$ cat src/rtl/fmss_pkg.sv
// Shared constants, widths and control structs of the factorization machine score core.
`timescale 1ns / 1ps
`default_nettype none
package fmss_pkg;

  // Number of factor fields carried by one node, and the number of them in use.
  localparam int unsigned LANES     = 8;
  localparam int unsigned DIM       = 8;
  // Nodes per sample that the accumulators hold without wrapping.
  localparam int unsigned MAX_NODES = 256;

  // Field and accumulator widths.
  localparam int unsigned IN_W   = 16;
  localparam int unsigned FRAC_W = 12;
  localparam int unsigned NODE_W = $clog2(MAX_NODES);
  localparam int unsigned PROD_W = 2 * IN_W;
  localparam int unsigned SUM_W  = IN_W + NODE_W;
  localparam int unsigned SQR_W  = PROD_W - 1 + NODE_W;
  localparam int unsigned TERM_W = 2 * SUM_W;
  localparam int unsigned L1_W   = TERM_W + 1;
  localparam int unsigned L2_W   = TERM_W + 2;
  localparam int unsigned L3_W   = TERM_W + 3;
  localparam int unsigned HALF_W = L3_W - 1;
  localparam int unsigned WSC_W  = SUM_W + FRAC_W;
  localparam int unsigned TOT_W  = HALF_W + 1;
  localparam int unsigned OUT_W  = 48;

  // Register stages from the snapshot of a finished sample to the output register.
  localparam int unsigned NSTAGE = 6;

  // Control of one lane for the current cycle.
  typedef struct packed {
    logic acc;
    logic last;
    logic load_term;
  } lane_ctrl_t;

  // Load enables of the merging stage registers.
  typedef struct packed {
    logic load_w2;
    logic load_s3;
    logic load_s4;
    logic load_s5;
    logic load_out;
  } merge_ctrl_t;

endpackage
`default_nettype wire

$ cat src/rtl/fmss_lane.sv
// One factor lane: running sum and sum of squares, sample snapshot and pair term.
`timescale 1ns / 1ps
`default_nettype none
module fmss_lane (
  input  logic                              clk_i,
  input  logic                              rst_ni,
  input  fmss_pkg::lane_ctrl_t              ctrl_i,
  input  logic signed [fmss_pkg::IN_W-1:0]  factor_i,
  output logic signed [fmss_pkg::TERM_W-1:0] term_o
);
  import fmss_pkg::*;

  logic signed [SUM_W-1:0]  fsum_q, fsum_d;
  logic [SQR_W-1:0]         ssum_q, ssum_d;
  logic signed [PROD_W-1:0] prod;
  logic signed [SUM_W-1:0]  snap_sum_q;
  logic [SQR_W-1:0]         snap_sqr_q;
  logic signed [TERM_W-1:0] sum_sq;
  logic signed [TERM_W-1:0] term_d, term_q;

  // Accumulate the factor and its square; both wrap at their width.
  always_comb begin
    prod   = factor_i * factor_i;
    fsum_d = fsum_q + SUM_W'(factor_i);
    ssum_d = ssum_q + SQR_W'(unsigned'(prod));
  end

  // Accumulators restart from zero after the last node of a sample.
  always_ff @(posedge clk_i or negedge rst_ni) begin
    if (!rst_ni) begin
      fsum_q <= '0;
      ssum_q <= '0;
    end else if (ctrl_i.acc) begin
      if (ctrl_i.last) begin
        fsum_q <= '0;
        ssum_q <= '0;
      end else begin
        fsum_q <= fsum_d;
        ssum_q <= ssum_d;
      end
    end
  end

  // Snapshot of the finished sample, including its last node.
  always_ff @(posedge clk_i) begin
    if (ctrl_i.acc && ctrl_i.last) begin
      snap_sum_q <= fsum_d;
      snap_sqr_q <= ssum_d;
    end
  end

  // Pair term of this lane: sum squared minus sum of squares.
  always_comb begin
    sum_sq = snap_sum_q * snap_sum_q;
    term_d = sum_sq - signed'(TERM_W'(snap_sqr_q));
  end

  always_ff @(posedge clk_i) begin
    if (ctrl_i.load_term) begin
      term_q <= term_d;
    end
  end

  assign term_o = term_q;

endmodule
`default_nettype wire

$ cat config.mk
export PLATFORM = sky130hd
export DESIGN_NAME = fmss_lane
export DESIGN_NICKNAME = d
export VERILOG_FILES = /design/src/rtl/fmss_pkg.sv /design/src/rtl/fmss_lane.sv
export SDC_FILE = /design/constraint.sdc
export NUM_CORES = 2
export LEC_CHECK = 0
export ABC_AREA = 1
export BUFFER_PORTS_ARGS = -buffer_cell sky130_fd_sc_hd__buf_4
export CORE_ASPECT_RATIO = 0.7
export CORE_MARGIN = 2
export CORE_UTILIZATION = 35
export DETAILED_ROUTE_END_ITERATION = 16
export PLACE_DENSITY_LB_ADDON = 0.08
export SLEW_MARGIN = 20
export SYNTH_ARGS = -nofsm -noshare
export SYNTH_HDL_FRONTEND = slang
export SYNTH_SLANG_ARGS = --single-unit
$ cat constraint.sdc
create_clock -name clk_i -period 9.68 [get_ports clk_i]
set_input_delay 1.452 -clock clk_i [delete_from_list [all_inputs] [get_ports clk_i]]
set_output_delay 1.452 -clock clk_i [all_outputs]
set_load 0.05 [all_outputs]
# ---- Word-level counts from Yosys, hierarchy flattened
# Cells that the tools add are included.
dict set report word_totals {
  reg_bits 174
}
dict set report classes {
  add_sub_neg 3
  n_mux 2
  n_mul 2
  n_reduce_logical 1
}
# cell n
set ops {}
lappend ops {{$mul A24 B24 Y48} 1}
lappend ops {{$sub A48 B40 Y48} 1}
lappend ops {{$add A39 B32 Y39} 1}
lappend ops {{$mux W39} 1}
lappend ops {{$mul A16 B16 Y32} 1}
lappend ops {{$add A24 B16 Y24} 1}
lappend ops {{$mux W24} 1}
lappend ops {{$logic_and A1 B1 Y1} 1}

# ---- Depth between registers and ports, before layout
dict set report logic_depth {
  depth_word 3
  depth_mapped 39
  mapped_depth_nobuf 38
}

# ---- Least setup slack after synthesis
# OpenSTA, ideal clock, no wires.
dict set report synth_timing {
  path_kind {input -> register}
  startpoint {in factor_i[3] (netlist bit)}
  endpoint {reg snap_sqr_q[38] (data pin)}
  n_path_buf 2
  arrival_time_ps 7692
  setup_slack_ps 1733
  stages 32
  t_required_ps 9425
  setup_time_ps 255
  cell_sequence {clkbuf_1 > clkbuf_1 > nand2_1 > inv_1 > fa_1 > inv_1 > fa_1 > inv_1 > fa_1 > fa_1 > inv_1 > fa_1 > inv_1 > fa_1 > ha_1 > nand2_1 > nor2_1 > nand2_1 > or2_2 > nand3_1 > inv_1 > nand2_1 > nand2_1 > ha_1 > nand2_1 > nor2_2 > inv_1 > nor3_2 > nand4_1 > nand3_1 > nand2_1 > and2_1}
}
dict set report synth_via {
  elab_chain_cells 2
}
# element line_no
set synth_rtl {}
lappend synth_rtl {{start, declared} fmss_lane.sv:8} ;# input logic signed [fmss_pkg::IN_W-1:0] factor_i,
lappend synth_rtl {{$mul A16 B16 Y32} fmss_lane.sv:23} ;# prod = factor_i * factor_i;
lappend synth_rtl {{$add A39 B32 Y39} fmss_lane.sv:25} ;# ssum_d = ssum_q + SQR_W'(unsigned'(prod));
lappend synth_rtl {{net ssum_d[38]} fmss_lane.sv:14} ;# logic [SQR_W-1:0] ssum_q, ssum_d;
lappend synth_rtl {{end signal, assigned} fmss_lane.sv:48} ;# snap_sqr_q <= ssum_d;
lappend synth_rtl {{end, declared} fmss_lane.sv:17} ;# logic [SQR_W-1:0] snap_sqr_q;
# The timed path passes the listed nets, and every way through them passes these cells.
# A chain may end at the register's enable or synchronous reset.

# ---- Worst setup path after layout
dict set report layout_timing {
  startpoint {in factor_i[15] (netlist bit)}
  endpoint {reg snap_sqr_q[33] (data pin)}
}
# Same word-level chain as after synthesis.

==> summary.txt <==
Timing
  • Setup TNS: 0 ps
  • Highest clock rate: 110 MHz
  • Clock skew: between 15 and 20 ps
  • Worst slew margin: between 30% and 40%
  • Fin crit share: between 90% and 100%
  • Fin. Hold Viols: 0
  • Fin. max-slew vios: 0
  • Post-route minimum period: 9090 ps
  • Setup violations, final: 0
  • Slew @ Worst Pin: between 1000 and 1500 ps
  • Unrepaired setup endpoints after global routing: false

Worst hold path
  • Min-Delay Path Class: reg -> reg

Worst setup path
  • CP max FO: 32
  • Most used cell, CP: inv_1
  • Crit path largest cell delay: between 700 and 800 ps
  • Setup CP Type: in -> reg
  • Worst setup SP type: input pin
  • Kind of end point of the critical path: register
  • CP arrival: 9350 ps
  • CP max stage cell: fa_1
  • Reg2Reg Setup Slack: 1870 ps
  • CP required: 9940 ps

Detailed routing
  • Via count: slightly below 30000
  • # DRC: 0
  • Routed WL: approximately 120000 um
  • Router iterations before antenna repair: 5
  • Iter 0 DRT Violations: 2544
  • Drt via density: approximately 4.6
  • Wirelength per Cell: between 15 and 20 um
  • Post-DRT Antenna Nets: 0

Cells and area
  • Post-route insts no fill: between 6000 and 7000
  • Most common cell after layout, fill and taps aside: inv_1
  • Share of layout cells above drive strength 1: 4.31%
  • Util after Layout: between 30% and 40%
  • FILL cells: 12100
  • N_diodes: 0
  • NumNets Final: 6012
  • Most frequent cells in the layout: inv_1, nand2_1, fa_1
  • Synth-to-layout area growth: 7.31%

Placed design
  • HPWL Detailed: 106000 um
  • Placed Cells: 6374
  • GPL Wtd Cong: between 0.9 and 1
  • Buffers on Ports: between 60 and 70

Clock network
  • Post-CTS Setup Inserts: 0
  • Hold-fix buffers, CTS: 0
  • CTS root buffer: clkbuf_16
  • # resized after CTS: 0
  • Num CTS Buffers: 17
  • Clk Latency, worst-skew pair: 510 ps
  • Clock sink total: between 150 and 200
  • Clock transition at the registers of the reported paths: ~90 ps
  • H-Tree Level Count: 4
  • CTS tree: built
  • Maximum clock path buffer count: 2

Global route
  • Initial antenna violation count: 4
  • Pin count of the biggest net entering global routing: 64
  • Overall Global Routing Usage: between 20% and 30%
  • Vias in the first global route: ~31000
  • First-pass GRT wire length: 193000 um
  • Total grt overflow: 0

Outcome
  • Status: finished clean

Floorplan
  • Core area: 115000 um^2
  • Initial Util: 35.2%
  • Die Area: ~120000 um^2
  • Io pins: 69
  • Site row count: between 100 and 150
  • Die H: between 200 and 300 um
  • Chip width: just over 400 um

Logic synthesis
  • Primary FF master, synth: edfxtp_1
  • Synth area leaders: fa_1, inv_1, nand2_1
  • Yosys warning count: 0
  • Syn Nets: 5983
  • Post-synthesis register bit count: ~170
  • Sequential share of the synthesized area: between 10% and 20%
  • Synth top area share: between 40% and 50%
  • Async set-reset flop share out of synthesis: between 30 and 40%
  • Gate count after technology mapping: between 4000 and 5000
  • Post-synth EDFFs: 111
  • Syn avg cell area: ~8.4 um^2
  • Distinct cells, synth: between 50 and 60
  • Mapped Area: between 40000 and 50000 um^2
  • Yosys top cell by area: fa_1

Flow run
  • Max_cap viols: 0
-- cell type report --
type	instances	area (um^2)	share of cell area (%)
Clock buffer	18	429	0.989
Clock inverter	14	164	0.378
Inverter	1385	5200	12.0
Multi-Input combinational cell	3173	30000	69.1
Sequential cell	174	4910	11.3
Tap cell	1537	1920	4.43
Timing Repair Buffer	105	788	1.82
-- registers in the layout, summed over array words and instances (netlist names) --
name and flops:
term_o 48, snap_sqr_q 39, ssum_q 39, fsum_q 24, snap_sum_q 24
-- Yosys cell counts, types with 2 or more instances --
| cell | instances |
|---|---|
| a22o_1 | 13 |
| nor3b_1 | 2 |
| o21ai_1 | 4 |
| a31oi_1 | 3 |
| nor4_2 | 2 |
| o21bai_1 | 23 |
| dfrtp_1 | 63 |
| inv_2 | 6 |
| clkbuf_1 | 93 |
| a21oi_1 | 150 |
| a21oi_2 | 4 |
| fa_1 | 832 |
| nand2_2 | 14 |
| and3_1 | 2 |
| nand2_1 | 1101 |
| a21o_1 | 14 |
| nor4_1 | 2 |
| or2_2 | 16 |
| o21ai_0 | 86 |
| nand3_2 | 3 |
| edfxtp_1 | 111 |
| or2_1 | 6 |
| and2_4 | 2 |
| nand4_1 | 36 |
| xnor2_1 | 35 |
| inv_1 | 1378 |
| nand3b_1 | 15 |
| o211ai_1 | 2 |
| nand3_1 | 129 |
| and2_1 | 30 |
| nor3_2 | 7 |
| nor3_1 | 20 |
| nor2_2 | 10 |
| a21boi_0 | 6 |
| nor2_1 | 205 |
| xor2_1 | 82 |
| ha_1 | 303 |
| o21a_1 | 4 |
-- cells by family (layout without fill, tap and decap cells) --
kind of cell               Yosys count  after routing  synth area share [%]
adders and majority gates         1135           1135                  50.6
and+or+nand+nor                   1605           1605                  16.5
xor gates and xnor gates           118            118                  2.57
DFF                                174            174                  12.1
AOI/OAI and AO/OA                  315            315                  4.46
buffers and inverters             1480           1522                  13.7
-- worst max-delay path, delay by kind of cell --
| family | cells | cell delay (ps) |
|---|---|---|
| simple gates | 12 | 1990 |
| compound gates | 2 | 590 |
| buf+inv | 9 | 1060 |
| fa+ha+maj | 8 | 4230 |
-- per-stage QoR --
step,cell area [um^2],setup slack (ps),hold slack [ps]
floorplan,40400,1730,453
global placement,42800,74.0,470
detailed placement,42800,155,476
CTS,43400,705,494
global route,43400,91.1,514
finish,43400,588,492
-- final timing paths --
path                                from        endpoint  cells past startpoint
min                           fsum_q[10]      fsum_q[10]                      2
max reg2reg                snap_sum_q[3]      term_o[36]                     19
max in group asynchronous         rst_ni       ssum_q[2]                      2
min in group asynchronous         rst_ni      fsum_q[20]                      1
max                         factor_i[15]  snap_sqr_q[33]                     31
min reg2reg                   fsum_q[10]      fsum_q[10]                      2
-- metal layers --
| metal | global-route usage (%) | vias up | wire (um) |
|---|---|---|---|
| met5 | 0 | - | 0 |
| met3 | 4.23 | 32 | 8630 |
| met4 | 2.10 | 0 | 679 |
| li1 | - | 14200 | - |
| met1 | 36.0 | 14700 | 66300 |
| met2 | 29.2 | 739 | 46400 |
Power is left out: the tool's default activity adds up to more than one toggle a clock period on the data nets, which glitch-free logic cannot reach.
