**src/rtl/fmss_pkg.sv**
```systemverilog
// Shared constants, widths and control structs of the factorization machine score core.
`timescale 1ns / 1ps
`default_nettype none
package fmss_pkg;

  // Number of factor fields carried by one node, and the number of them in use.
  localparam int unsigned LANES     = 8;
  localparam int unsigned DIM       = 8;
  // Nodes per sample that the accumulators hold without wrapping.
  localparam int unsigned MAX_NODES = 256;

  // Field and accumulator widths.
  localparam int unsigned IN_W   = 16;
  localparam int unsigned FRAC_W = 12;
  localparam int unsigned NODE_W = $clog2(MAX_NODES);
  localparam int unsigned PROD_W = 2 * IN_W;
  localparam int unsigned SUM_W  = IN_W + NODE_W;
  localparam int unsigned SQR_W  = PROD_W - 1 + NODE_W;
  localparam int unsigned TERM_W = 2 * SUM_W;
  localparam int unsigned L1_W   = TERM_W + 1;
  localparam int unsigned L2_W   = TERM_W + 2;
  localparam int unsigned L3_W   = TERM_W + 3;
  localparam int unsigned HALF_W = L3_W - 1;
  localparam int unsigned WSC_W  = SUM_W + FRAC_W;
  localparam int unsigned TOT_W  = HALF_W + 1;
  localparam int unsigned OUT_W  = 48;

  // Register stages from the snapshot of a finished sample to the output register.
  localparam int unsigned NSTAGE = 6;

  // Control of one lane for the current cycle.
  typedef struct packed {
    logic acc;
    logic last;
    logic load_term;
  } lane_ctrl_t;

  // Load enables of the merging stage registers.
  typedef struct packed {
    logic load_w2;
    logic load_s3;
    logic load_s4;
    logic load_s5;
    logic load_out;
  } merge_ctrl_t;

endpackage
`default_nettype wire

```
**src/rtl/fmss_merge.sv**
```systemverilog
// Merging stage: adder tree over the lane terms, halving, weight add and saturation.
`timescale 1ns / 1ps
`default_nettype none
module fmss_merge (
  input  logic                               clk_i,
  input  fmss_pkg::merge_ctrl_t              ctrl_i,
  input  logic signed [fmss_pkg::TERM_W-1:0] term_i [fmss_pkg::LANES],
  input  logic signed [fmss_pkg::SUM_W-1:0]  weight_i,
  output logic signed [fmss_pkg::OUT_W-1:0]  score_o
);
  import fmss_pkg::*;

  localparam logic signed [OUT_W-1:0] OutMax = {1'b0, {(OUT_W - 1){1'b1}}};
  localparam logic signed [OUT_W-1:0] OutMin = {1'b1, {(OUT_W - 1){1'b0}}};

  logic signed [SUM_W-1:0]  w2_q, w3_q, w4_q, w5_q;
  logic signed [L1_W-1:0]   s3_d [4];
  logic signed [L1_W-1:0]   s3_q [4];
  logic signed [L2_W-1:0]   s4_d [2];
  logic signed [L2_W-1:0]   s4_q [2];
  logic signed [L3_W-1:0]   s5_d, s5_q;
  logic signed [HALF_W-1:0] half;
  logic signed [WSC_W-1:0]  w_scaled;
  logic signed [TOT_W-1:0]  total;
  logic                     fits;
  logic signed [OUT_W-1:0]  score_d, score_q;

  // Registered adder tree, one level per stage.
  always_comb begin
    for (int i = 0; i < 4; i++) begin
      s3_d[i] = L1_W'(term_i[2 * i]) + L1_W'(term_i[2 * i + 1]);
    end
    for (int i = 0; i < 2; i++) begin
      s4_d[i] = L2_W'(s3_q[2 * i]) + L2_W'(s3_q[2 * i + 1]);
    end
    s5_d = L3_W'(s4_q[0]) + L3_W'(s4_q[1]);
  end

  // Halve with rounding toward minus infinity, add the scaled weight sum and saturate.
  always_comb begin
    half     = HALF_W'(s5_q >>> 1);
    w_scaled = {w5_q, {FRAC_W{1'b0}}};
    total    = TOT_W'(w_scaled) + TOT_W'(half);
    fits     = (&total[TOT_W-1:OUT_W-1]) || !(|total[TOT_W-1:OUT_W-1]);
    if (fits) begin
      score_d = total[OUT_W-1:0];
    end else if (total[TOT_W-1]) begin
      score_d = OutMin;
    end else begin
      score_d = OutMax;
    end
  end

  always_ff @(posedge clk_i) begin
    if (ctrl_i.load_w2) begin
      w2_q <= weight_i;
    end
    if (ctrl_i.load_s3) begin
      w3_q <= w2_q;
      s3_q <= s3_d;
    end
    if (ctrl_i.load_s4) begin
      w4_q <= w3_q;
      s4_q <= s4_d;
    end
    if (ctrl_i.load_s5) begin
      w5_q <= w4_q;
      s5_q <= s5_d;
    end
    if (ctrl_i.load_out) begin
      score_q <= score_d;
    end
  end

  assign score_o = score_q;

endmodule
`default_nettype wire

```
**config.mk**
```make
export PLATFORM = sky130hd
export DESIGN_NAME = fmss_merge
export DESIGN_NICKNAME = d
export VERILOG_FILES = /design/src/rtl/fmss_pkg.sv /design/src/rtl/fmss_merge.sv
export SDC_FILE = /design/constraint.sdc
export NUM_CORES = 1
export LEC_CHECK = 0
export BUFFER_PORTS_ARGS = -buffer_cell sky130_fd_sc_hd__buf_2
export CORE_ASPECT_RATIO = 2
export CORE_MARGIN = 3
export CORE_UTILIZATION = 55
export CTS_BUF_LIST = sky130_fd_sc_hd__clkbuf_4 sky130_fd_sc_hd__clkbuf_8
export CTS_CLUSTER_SIZE = 12
export DETAILED_ROUTE_END_ITERATION = 8
export PLACE_DENSITY_LB_ADDON = 0.12
export SYNTH_ARGS = -nofsm -noshare
export SYNTH_HDL_FRONTEND = slang
export SYNTH_SLANG_ARGS = --single-unit
```
**constraint.sdc**
```tcl
create_clock -name clk_i -period 4.6 [get_ports clk_i]
set_clock_uncertainty 0.1 [all_clocks]
set_input_delay 0.23 -clock clk_i [delete_from_list [all_inputs] [get_ports clk_i]]
set_output_delay 0.23 -clock clk_i [all_outputs]
set_load 0.01 [all_outputs]
```
=== Yosys cells after proc, flatten, opt, wreduce, memory -nomap -nowiden ===
Cells that the tools add are included.
W data, S select, Z words.

* Register bits: 491
* Bits of input ports: 414
* Logic and storage cells: 26

* $add $sub $neg: 8
* Mux-type cells: 2
* Reduce and logical (&&, ||, !) cells: 4

{| class="wikitable"
|+ Operators with widths
! cell !! count
|-
| $add A48 B48 Y49 || 4
|-
| $add A49 B49 Y50 || 2
|-
| $mux W48 || 2
|-
| $add A36 B50 Y51 || 1
|-
| $add A50 B50 Y51 || 1
|-
| $reduce_and A4 Y1 || 1
|-
| $reduce_or A4 Y1 || 1
|-
| $logic_not A1 Y1 || 1
|-
| $logic_or A1 B1 Y1 || 1
|}

=== Depth between registers and ports, before layout ===
Gate-level depths: netlist of the first run.

* Depth in word-level cells: 5
* Gate-level depth with buffers: 15
* Depth with buffers taken out: 14

=== Least setup slack after synthesis of the first run ===
No wires, ideal clock.

* Path kind: register to register
* Start point: register w5_q[0]
* End point: register score_q[10], in the netlist score_o[10], data pin
* Setup time: 270 ps
* Arrival time: 3218 ps
* Slack: 1012 ps
* Cell stages (with the launch flop): 16
* Clock period less this slack: 3588 ps
* Path through: edfxtp_1 ha_1 fa_1 a211oi_2 o21ai_1 a2111oi_2 o21a_2 nor4_2 o31a_1 a31oi_2 nand2b_1 a31oi_1 a31oi_1 buf_4 buf_6 o21ai_0

* Longest elaborated chain between the ends: 5
* Elaborated cells on any way between the ends: 7

{| class="wikitable"
|+ RTL lines
! element !! line !! text
|-
| from (decl) || fmss_merge.sv:16 || <nowiki>logic signed [SUM_W-1:0] w2_q, w3_q, w4_q, w5_q;</nowiki>
|-
| from (signal assigned) || fmss_merge.sv:67 || <nowiki>w5_q <= w4_q;</nowiki>
|-
| $add A36 B50 Y51 (*) || fmss_merge.sv:43 || <nowiki>total = TOT_W'(w_scaled) + TOT_W'(half);</nowiki>
|-
| $reduce_or A4 Y1 || fmss_merge.sv:44 || <nowiki>fits = (&total[TOT_W-1:OUT_W-1]) || !(|total[TOT_W-1:OUT_W-1]);</nowiki>
|-
| $logic_not A1 Y1 || fmss_merge.sv:44 ||
|-
| $logic_or A1 B1 Y1 || fmss_merge.sv:44 ||
|-
| $mux W48 (*) || fmss_merge.sv:45 || <nowiki>if (fits) begin</nowiki>
|-
| via score_d[10] || fmss_merge.sv:26 || <nowiki>logic signed [OUT_W-1:0] score_d, score_q;</nowiki>
|-
| to (signal assigned) || fmss_merge.sv:71 || <nowiki>score_q <= score_d;</nowiki>
|-
| to (decl) || fmss_merge.sv:26 ||
|}

The timed path passes the listed nets; every way through them passes the cells marked *.
A chain may end at the register's enable or synchronous reset.

=== Worst setup path in the final report of the first run ===
* Start point: register w5_q[1]
* End point: register score_q[23], in the netlist score_o[23], data pin

Same word-level chain as after synthesis.

==> flow_summary.yaml, run 1 <==
pwr:
  ir_worst_vdd_uv: 270
  p_leak_nw: 17.7
  powerDensity_nw_per_um2: 519
clock_tree:
  cts_setup_buffers: 0
  ctsRootBufferMaster: "clkbuf_8"
  clk_latency_ns: 0.66
  cts_sinks: 490
  clock_path_buffers: 3
  cts_inserted_buffers: 73
  path_clk_slew_ns: 0.07
  cts_tree: "built"
  htree_num_levels: 3
logic_synthesis:
  synthCells: 3352
  yosysWarnings: 0
  syn_nets: 4151
  ys_seq_area_share_pct: 42.6
  synthArstFlopShare_pct: 0
  synth-seq-cells: 490
  ys_types: 86
  avgSynthCellArea_um2: 10.3
  synth_edf_count: 490
  synth_area_um2: 34600
  synthFlopType: "edfxtp_1"
sta:
  drv_slew: 0
  rsz0062_at_grt: "no"
  fin_setup_tns_ns: 0
  whs_ns: 0.0363
  period_share_pct: 96.3
  finalSetupViolCount: 0
  slew-limit-headroom_pct: 27.4
  max_freq_mhz: 226
  min_period_ns: 4.43
  finalHoldViolations: 0
  worst_slew_pin_slew_ns: 1.08
finish:
  multiInputGateArea_um2: 19000
  seq_area_um2: 14700
  design_area_um2: 41000
  nNetsFinal: 4777
  final_core_util_pct: 66.1
  drive_gt1_share_pct: 15.9
  area_delta_synth_final_pct: 18.6
  fill_cells: 5073
place:
  gp_congestion: 0.970
  dp_hpwl_um: 74800
  io_buffer_count: 461
  place_area_um2: 37800
drt:
  drt_pre_antenna_iters: 5
  drtIter0Drc: 1252
  via_per_inst: 5.94
  drt-total-wl_um: 94700
  dr_total_vias: 28696
  ant_nets: 0
  wire_per_inst_um: 19.6
  drc: 0
worst_setup_path:
  critPathSlowestCell: "a211oi_1"
  end_kind: "flop"
  crit_buf_inv: 2
  cp_cell_sequence: "ha_1, a211o_1, o211ai_1, a211oi_1, nor2_1, o2111ai_1, nand2_1, o21ai_0, buf_4, a31oi_1, xnor2_1, a31oi_4, buf_12, o31ai_1"
  critical_path_class: "reg -> reg"
  cp.required_ns: 4.95
  slowest_delay_ns: 0.91
  startpoint_type: "flop"
  critPathTopFamily: "compound AO/OA/AOI/OAI gates"
  crit_arrival_ns: 4.78
  cp_max_fo: 47
floorplanning:
  initial_core_util_pct: 55.8
  core_area_um2: 62000
  die_x_um: 183
  die_h_um: 361
  io_pins: 462
  die_area_um2: 66100
  row_count: 129
grt:
  grt_pass1_vias: 29095
  grt_start_max_net_pins: 96
  grt_overflow: 0
  grt_pass1_wl_um: 146000
  antenna_found_initial: 13
  grt_usage_pct: 27.9
flow_run:
  cap_violations: 0
hold_path:
  hold_class: "in -> reg"
status:
  status: "finished clean"
repair_timing:
action	CTS	global route
resized for setup	0	4
hold buffers	141	0
setup endpoints to repair	0	2
hold endpoints to repair	153	0
metal layers:
| metal | track usage [%] | vias up | part of all wire [%] |
|---|---|---|---|
| met2 | 51.5 | 1023 | 52 |
| met1 | 31.5 | 13443 | 38 |
| met5 | 0 | - | 0.043 |
| met4 | 12.7 | 6 | 4.8 |
| li1 | - | 13985 | - |
| met3 | 3.85 | 239 | 5.5 |
cell usage in the layout, fill, tap and decap left out, types with 9 or more instances in the layout:
| cell type | instances |
|---|---|
| a2111oi_0 | 10 |
| a211oi_1 | 33 |
| a21boi_0 | 9 |
| a21o_1 | 236 |
| a21oi_1 | 347 |
| a221oi_1 | 13 |
| a31oi_1 | 54 |
| and2_1 | 16 |
| and3_1 | 35 |
| buf_2 | 458 |
| buf_4 | 25 |
| bufinv_16 | 14 |
| clkbuf_8 | 75 |
| clkinv_1 | 14 |
| clkinv_2 | 10 |
| diode_2 | 10 |
| dlygate4sd3_1 | 141 |
| edfxtp_1 | 490 |
| ha_1 | 377 |
| inv_1 | 136 |
| nand2_1 | 183 |
| nand2b_1 | 50 |
| nand3_1 | 69 |
| nand4_1 | 51 |
| nor2_1 | 203 |
| nor2b_1 | 47 |
| nor3_1 | 49 |
| o211ai_1 | 22 |
| o21a_1 | 45 |
| o21ai_0 | 203 |
| o21ai_1 | 34 |
| o21bai_1 | 50 |
| o31a_1 | 9 |
| o31ai_1 | 14 |
| xnor2_1 | 217 |
| xor2_1 | 117 |
where the power goes:
group          total, mW  internal [mW]  switching (mW)
registers           7.07           6.71           0.354
clock network       4.21           2.39            1.83
logic               9.99           4.19            5.80
total               21.3           13.3            7.98
state kept, by name, indices dropped and copies added (netlist names):
name     flops
w5_q        24
w4_q        24
w3_q        24
s3_q       196
s4_q       100
score_o     48
s5_q        50
w2_q        24
synth_stat cells (22+ instances only):
library cell	n	area [um2]
nand3_1	69	345
xor2_1	117	1020
xnor2_1	217	1900
nand4_1	51	319
a31oi_1	55	344
nor2_1	203	762
o21ai_0	203	1020
and3_1	35	219
inv_1	136	510
clkbuf_1	68	255
nand2b_1	50	313
nor3_1	49	245
edfxtp_1	490	14700
nor2b_1	47	294
ha_1	377	4720
o211ai_1	22	165
a21oi_1	347	1740
a21o_1	236	1770
o21bai_1	50	375
o21a_1	45	338
o21ai_1	34	170
a211oi_1	37	278
nand2_1	183	687
final cells by class:
cell class / instances / area share, %
inverter: 136 / 1.25
sequential: 490 / 35.9
tap: 786 / 2.40
timing repair buffer: 629 / 9.72
clock buffer: 80 / 2.59
clock inverter: 54 / 1.61
antenna: 10 / 0.0611
multi-input combinational: 2648 / 46.5
path summary, 6_finish.rpt:
check | start | end | slack (ns) | cells after the start
max | w5_q[1]$_DFFE_PP_ | score_o[23]$_DFFE_PP_ | 0.17 | 14
min reg2reg | w4_q[23]$_DFFE_PP_ | w5_q[23]$_DFFE_PP_ | 0.31 | 0
min | term_i[141] | s3_q[94]$_DFFE_PP_ | 0.04 | 3
max reg2reg | w5_q[1]$_DFFE_PP_ | score_o[23]$_DFFE_PP_ | 0.17 | 14
worst min-delay path, stage by stage:
cell     delay, ns
buf_2         0.08
ha_1          0.23
xnor2_1       0.14
stage by stage:
stage / cells / power [mW] / setup slack [ns]
5_1_grt: 4829 / 22.7 / 0.0462
3_3_place_gp: 4548 / 16.7 / 0.463
2_1_floorplan: 3352 / 14.3 / 1.01
4_1_cts: 4823 / 21.3 / 0.105
6_report: 4833 / 21.3 / 0.170
3_5_place_dp: 4548 / 16.9 / 0.393
cells by family after synthesis:
logic type                 synth area share, %
AOI/OAI and AO/OA                         21.9
xor gates and xnor gates                  8.46
adders and majority gates                 14.1
buffers and inverters                     2.45
DFF                                       42.6
muxes                                   0.0290
and+or+nand+nor                           10.5
Power figures use the tool's default switching activity.
==> run 2: changes to the inputs <==
Settings changed: CORE_UTILIZATION 55 to 50.
==> flow_summary.yaml, run 2 (synthesized netlist as in run 1, its figures left out) <==
status:
  status: "finished clean"
grt:
  grt_pass1_vias: 30411
  grt_usage_pct: 26.7
  grt_start_max_net_pins: 125
  grt_overflow: 0
  grt_pass1_wl_um: 151000
  antenna_found_initial: 18
clock_tree:
  cts_sinks: 490
  clk_latency_ns: 0.70
  ctsRootBufferMaster: "clkbuf_8"
  htree_num_levels: 3
  path_clk_slew_ns: 0.06
  cts_inserted_buffers: 70
  cts_tree: "built"
  clock_path_buffers: 3
  cts_setup_buffers: 0
finish:
  largest_reg_flops: 196
  final_cells: 5142
  final_common_cell: "edfxtp_1"
  top_regs: "s3_q x196, s4_q x100, s5_q x50"
  seq_area_um2: 14700
  area_delta_synth_final_pct: 24.3
  nNetsFinal: 4987
  fill_cells: 5737
  regMostFlops: "s3_q"
  drive_gt1_share_pct: 14.9
  multiInputGateArea_um2: 19000
  final_cell_mix: "edfxtp_1, buf_2, ha_1, dlygate4sd3_1, a21oi_1"
sta:
  slew-limit-headroom_pct: 37.2
  fin_setup_tns_ns: 0
  max_freq_mhz: 224
  drv_slew: 0
  min_period_ns: 4.46
  finalHoldViolations: 0
  period_share_pct: 97.0
  finalSetupViolCount: 0
  worst_slew_pin_slew_ns: 0.918
  rsz0062_at_grt: "no"
pwr:
  p_comb_share_pct: 48.9
  power_frac_seq_pct: 33.9
  clock_power_share_pct: 17.3
  ir_worst_vdd_uv: 496
  p_total_mw: 20.8
  powerDensity_nw_per_um2: 485
  intPower_mw: 12.9
  p_leak_nw: 18.4
  swShare_pct: 37.9
  p_switching_mw: 7.90
drt:
  drt-total-wl_um: 98100
  ant_nets: 0
  drt_pre_antenna_iters: 7
  wire_per_inst_um: 19.1
  dr_total_vias: 29346
  drtIter0Drc: 1276
  via_per_inst: 5.71
  drc: 0
floorplanning:
  initial_core_util_pct: 50.8
  die_area_um2: 72500
  die_h_um: 378
  core_area_um2: 68100
  row_count: 135
  io_pins: 462
  die_x_um: 192
flow_run:
  cap_violations: 0
place:
  dp_hpwl_um: 76100
  place_inst: 4653
  io_buffer_count: 461
  gp_congestion: 0.947
worst_setup_path:
  end_kind: "flop"
  startpoint_type: "input port"
  critical_path_class: "in -> reg"
  cp.required_ns: 4.93
  cp_max_fo: 4
  crit_arrival_ns: 4.79
hold_path:
  hold_class: "in -> reg"
[run 2: cell count changes in the layout (fill, tap and decap cells not counted), sizes merged]
cell and delta:
clkbuf +3, bufinv -9, buf +1, diode -1, dlygate4sd3 +212, inv -1
[run 2: cell type report]
cell class / instances / share of cell area [%]
diodes: 9 / 0.0524
clock buffers: 83 / 2.47
clock inverters: 44 / 0.854
inverters: 136 / 1.19
multi-input cells: 2648 / 44.3
flip-flops and latches: 490 / 34.3
well taps: 890 / 2.59
repair buffers: 842 / 14.3
[run 2: final timing paths]
kind / cells past startpoint / slack, ns / from / to
setup / recovery: 17 / 0.14 / term_i[50] / s3_q[47]$_DFFE_PP_
hold / removal: 2 / 0.003 / ctrl_i[2] / w4_q[23]$_DFFE_PP_
setup reg to reg: 14 / 0.45 / w5_q[0]$_DFFE_PP_ / score_o[11]$_DFFE_PP_
hold reg to reg: 0 / 0.31 / w4_q[2]$_DFFE_PP_ / w5_q[2]$_DFFE_PP_
[run 2: power by group through the flow]
stage | logic (mW) | registers (mW) | clock network (mW)
2_1_floorplan | 7.12 | 7.16 | 0
3_3_place_gp | 9.60 | 7.14 | 0
3_5_place_dp | 9.70 | 7.16 | 0
4_1_cts | 10.1 | 7.08 | 3.71
5_1_grt | 11.3 | 7.16 | 3.90
6_report | 10.2 | 7.06 | 3.60
[run 2: repair_timing]
action | CTS | global route
endpoints found under the hold margin | 245 | 0
endpoints found under the setup margin | 0 | 3
hold buffers | 353 | 0
resized for setup | 0 | 4
[run 2: routing by layer]
metal	vias up	share of wire [%]	routed length, um	track usage, %
met5	-	0.11	108	0
met4	16	4.5	4460	11.7
met3	274	5.8	5680	4.66
met2	981	52	50500	49.5
met1	13671	38	37300	29.3
li1	14404	-	-	-
[run 2: critical path, stage by stage]
cell and delay [ns]:
dlygate4sd3_1 0.54, buf_2 0.13, ha_1 0.27, dlygate4sd3_1 0.59
a21oi_1 0.15, o21ai_0 0.42, a22oi_2 0.18, o41ai_2 0.23
buf_4 0.19, a21oi_1 0.06, buf_4 0.16, o31a_1 0.37
o21a_1 0.28, o21ai_0 0.20, a21oi_1 0.11, xnor2_1 0.12
dlygate4sd3_1 0.55
[run 2: per-stage QoR]
stage	hold slack, ns	setup slack [ns]	utilization [%]	area (um2)
floorplan	0.229	1.01	-	34600
CTS	0.000339	0.0574	63.1	42900
global route	0.0248	0.0185	63.1	42900
detailed placement	0.305	0.431	55.8	38000
global placement	0.302	0.523	55.8	38000
finish	0.00300	0.138	63.1	43000
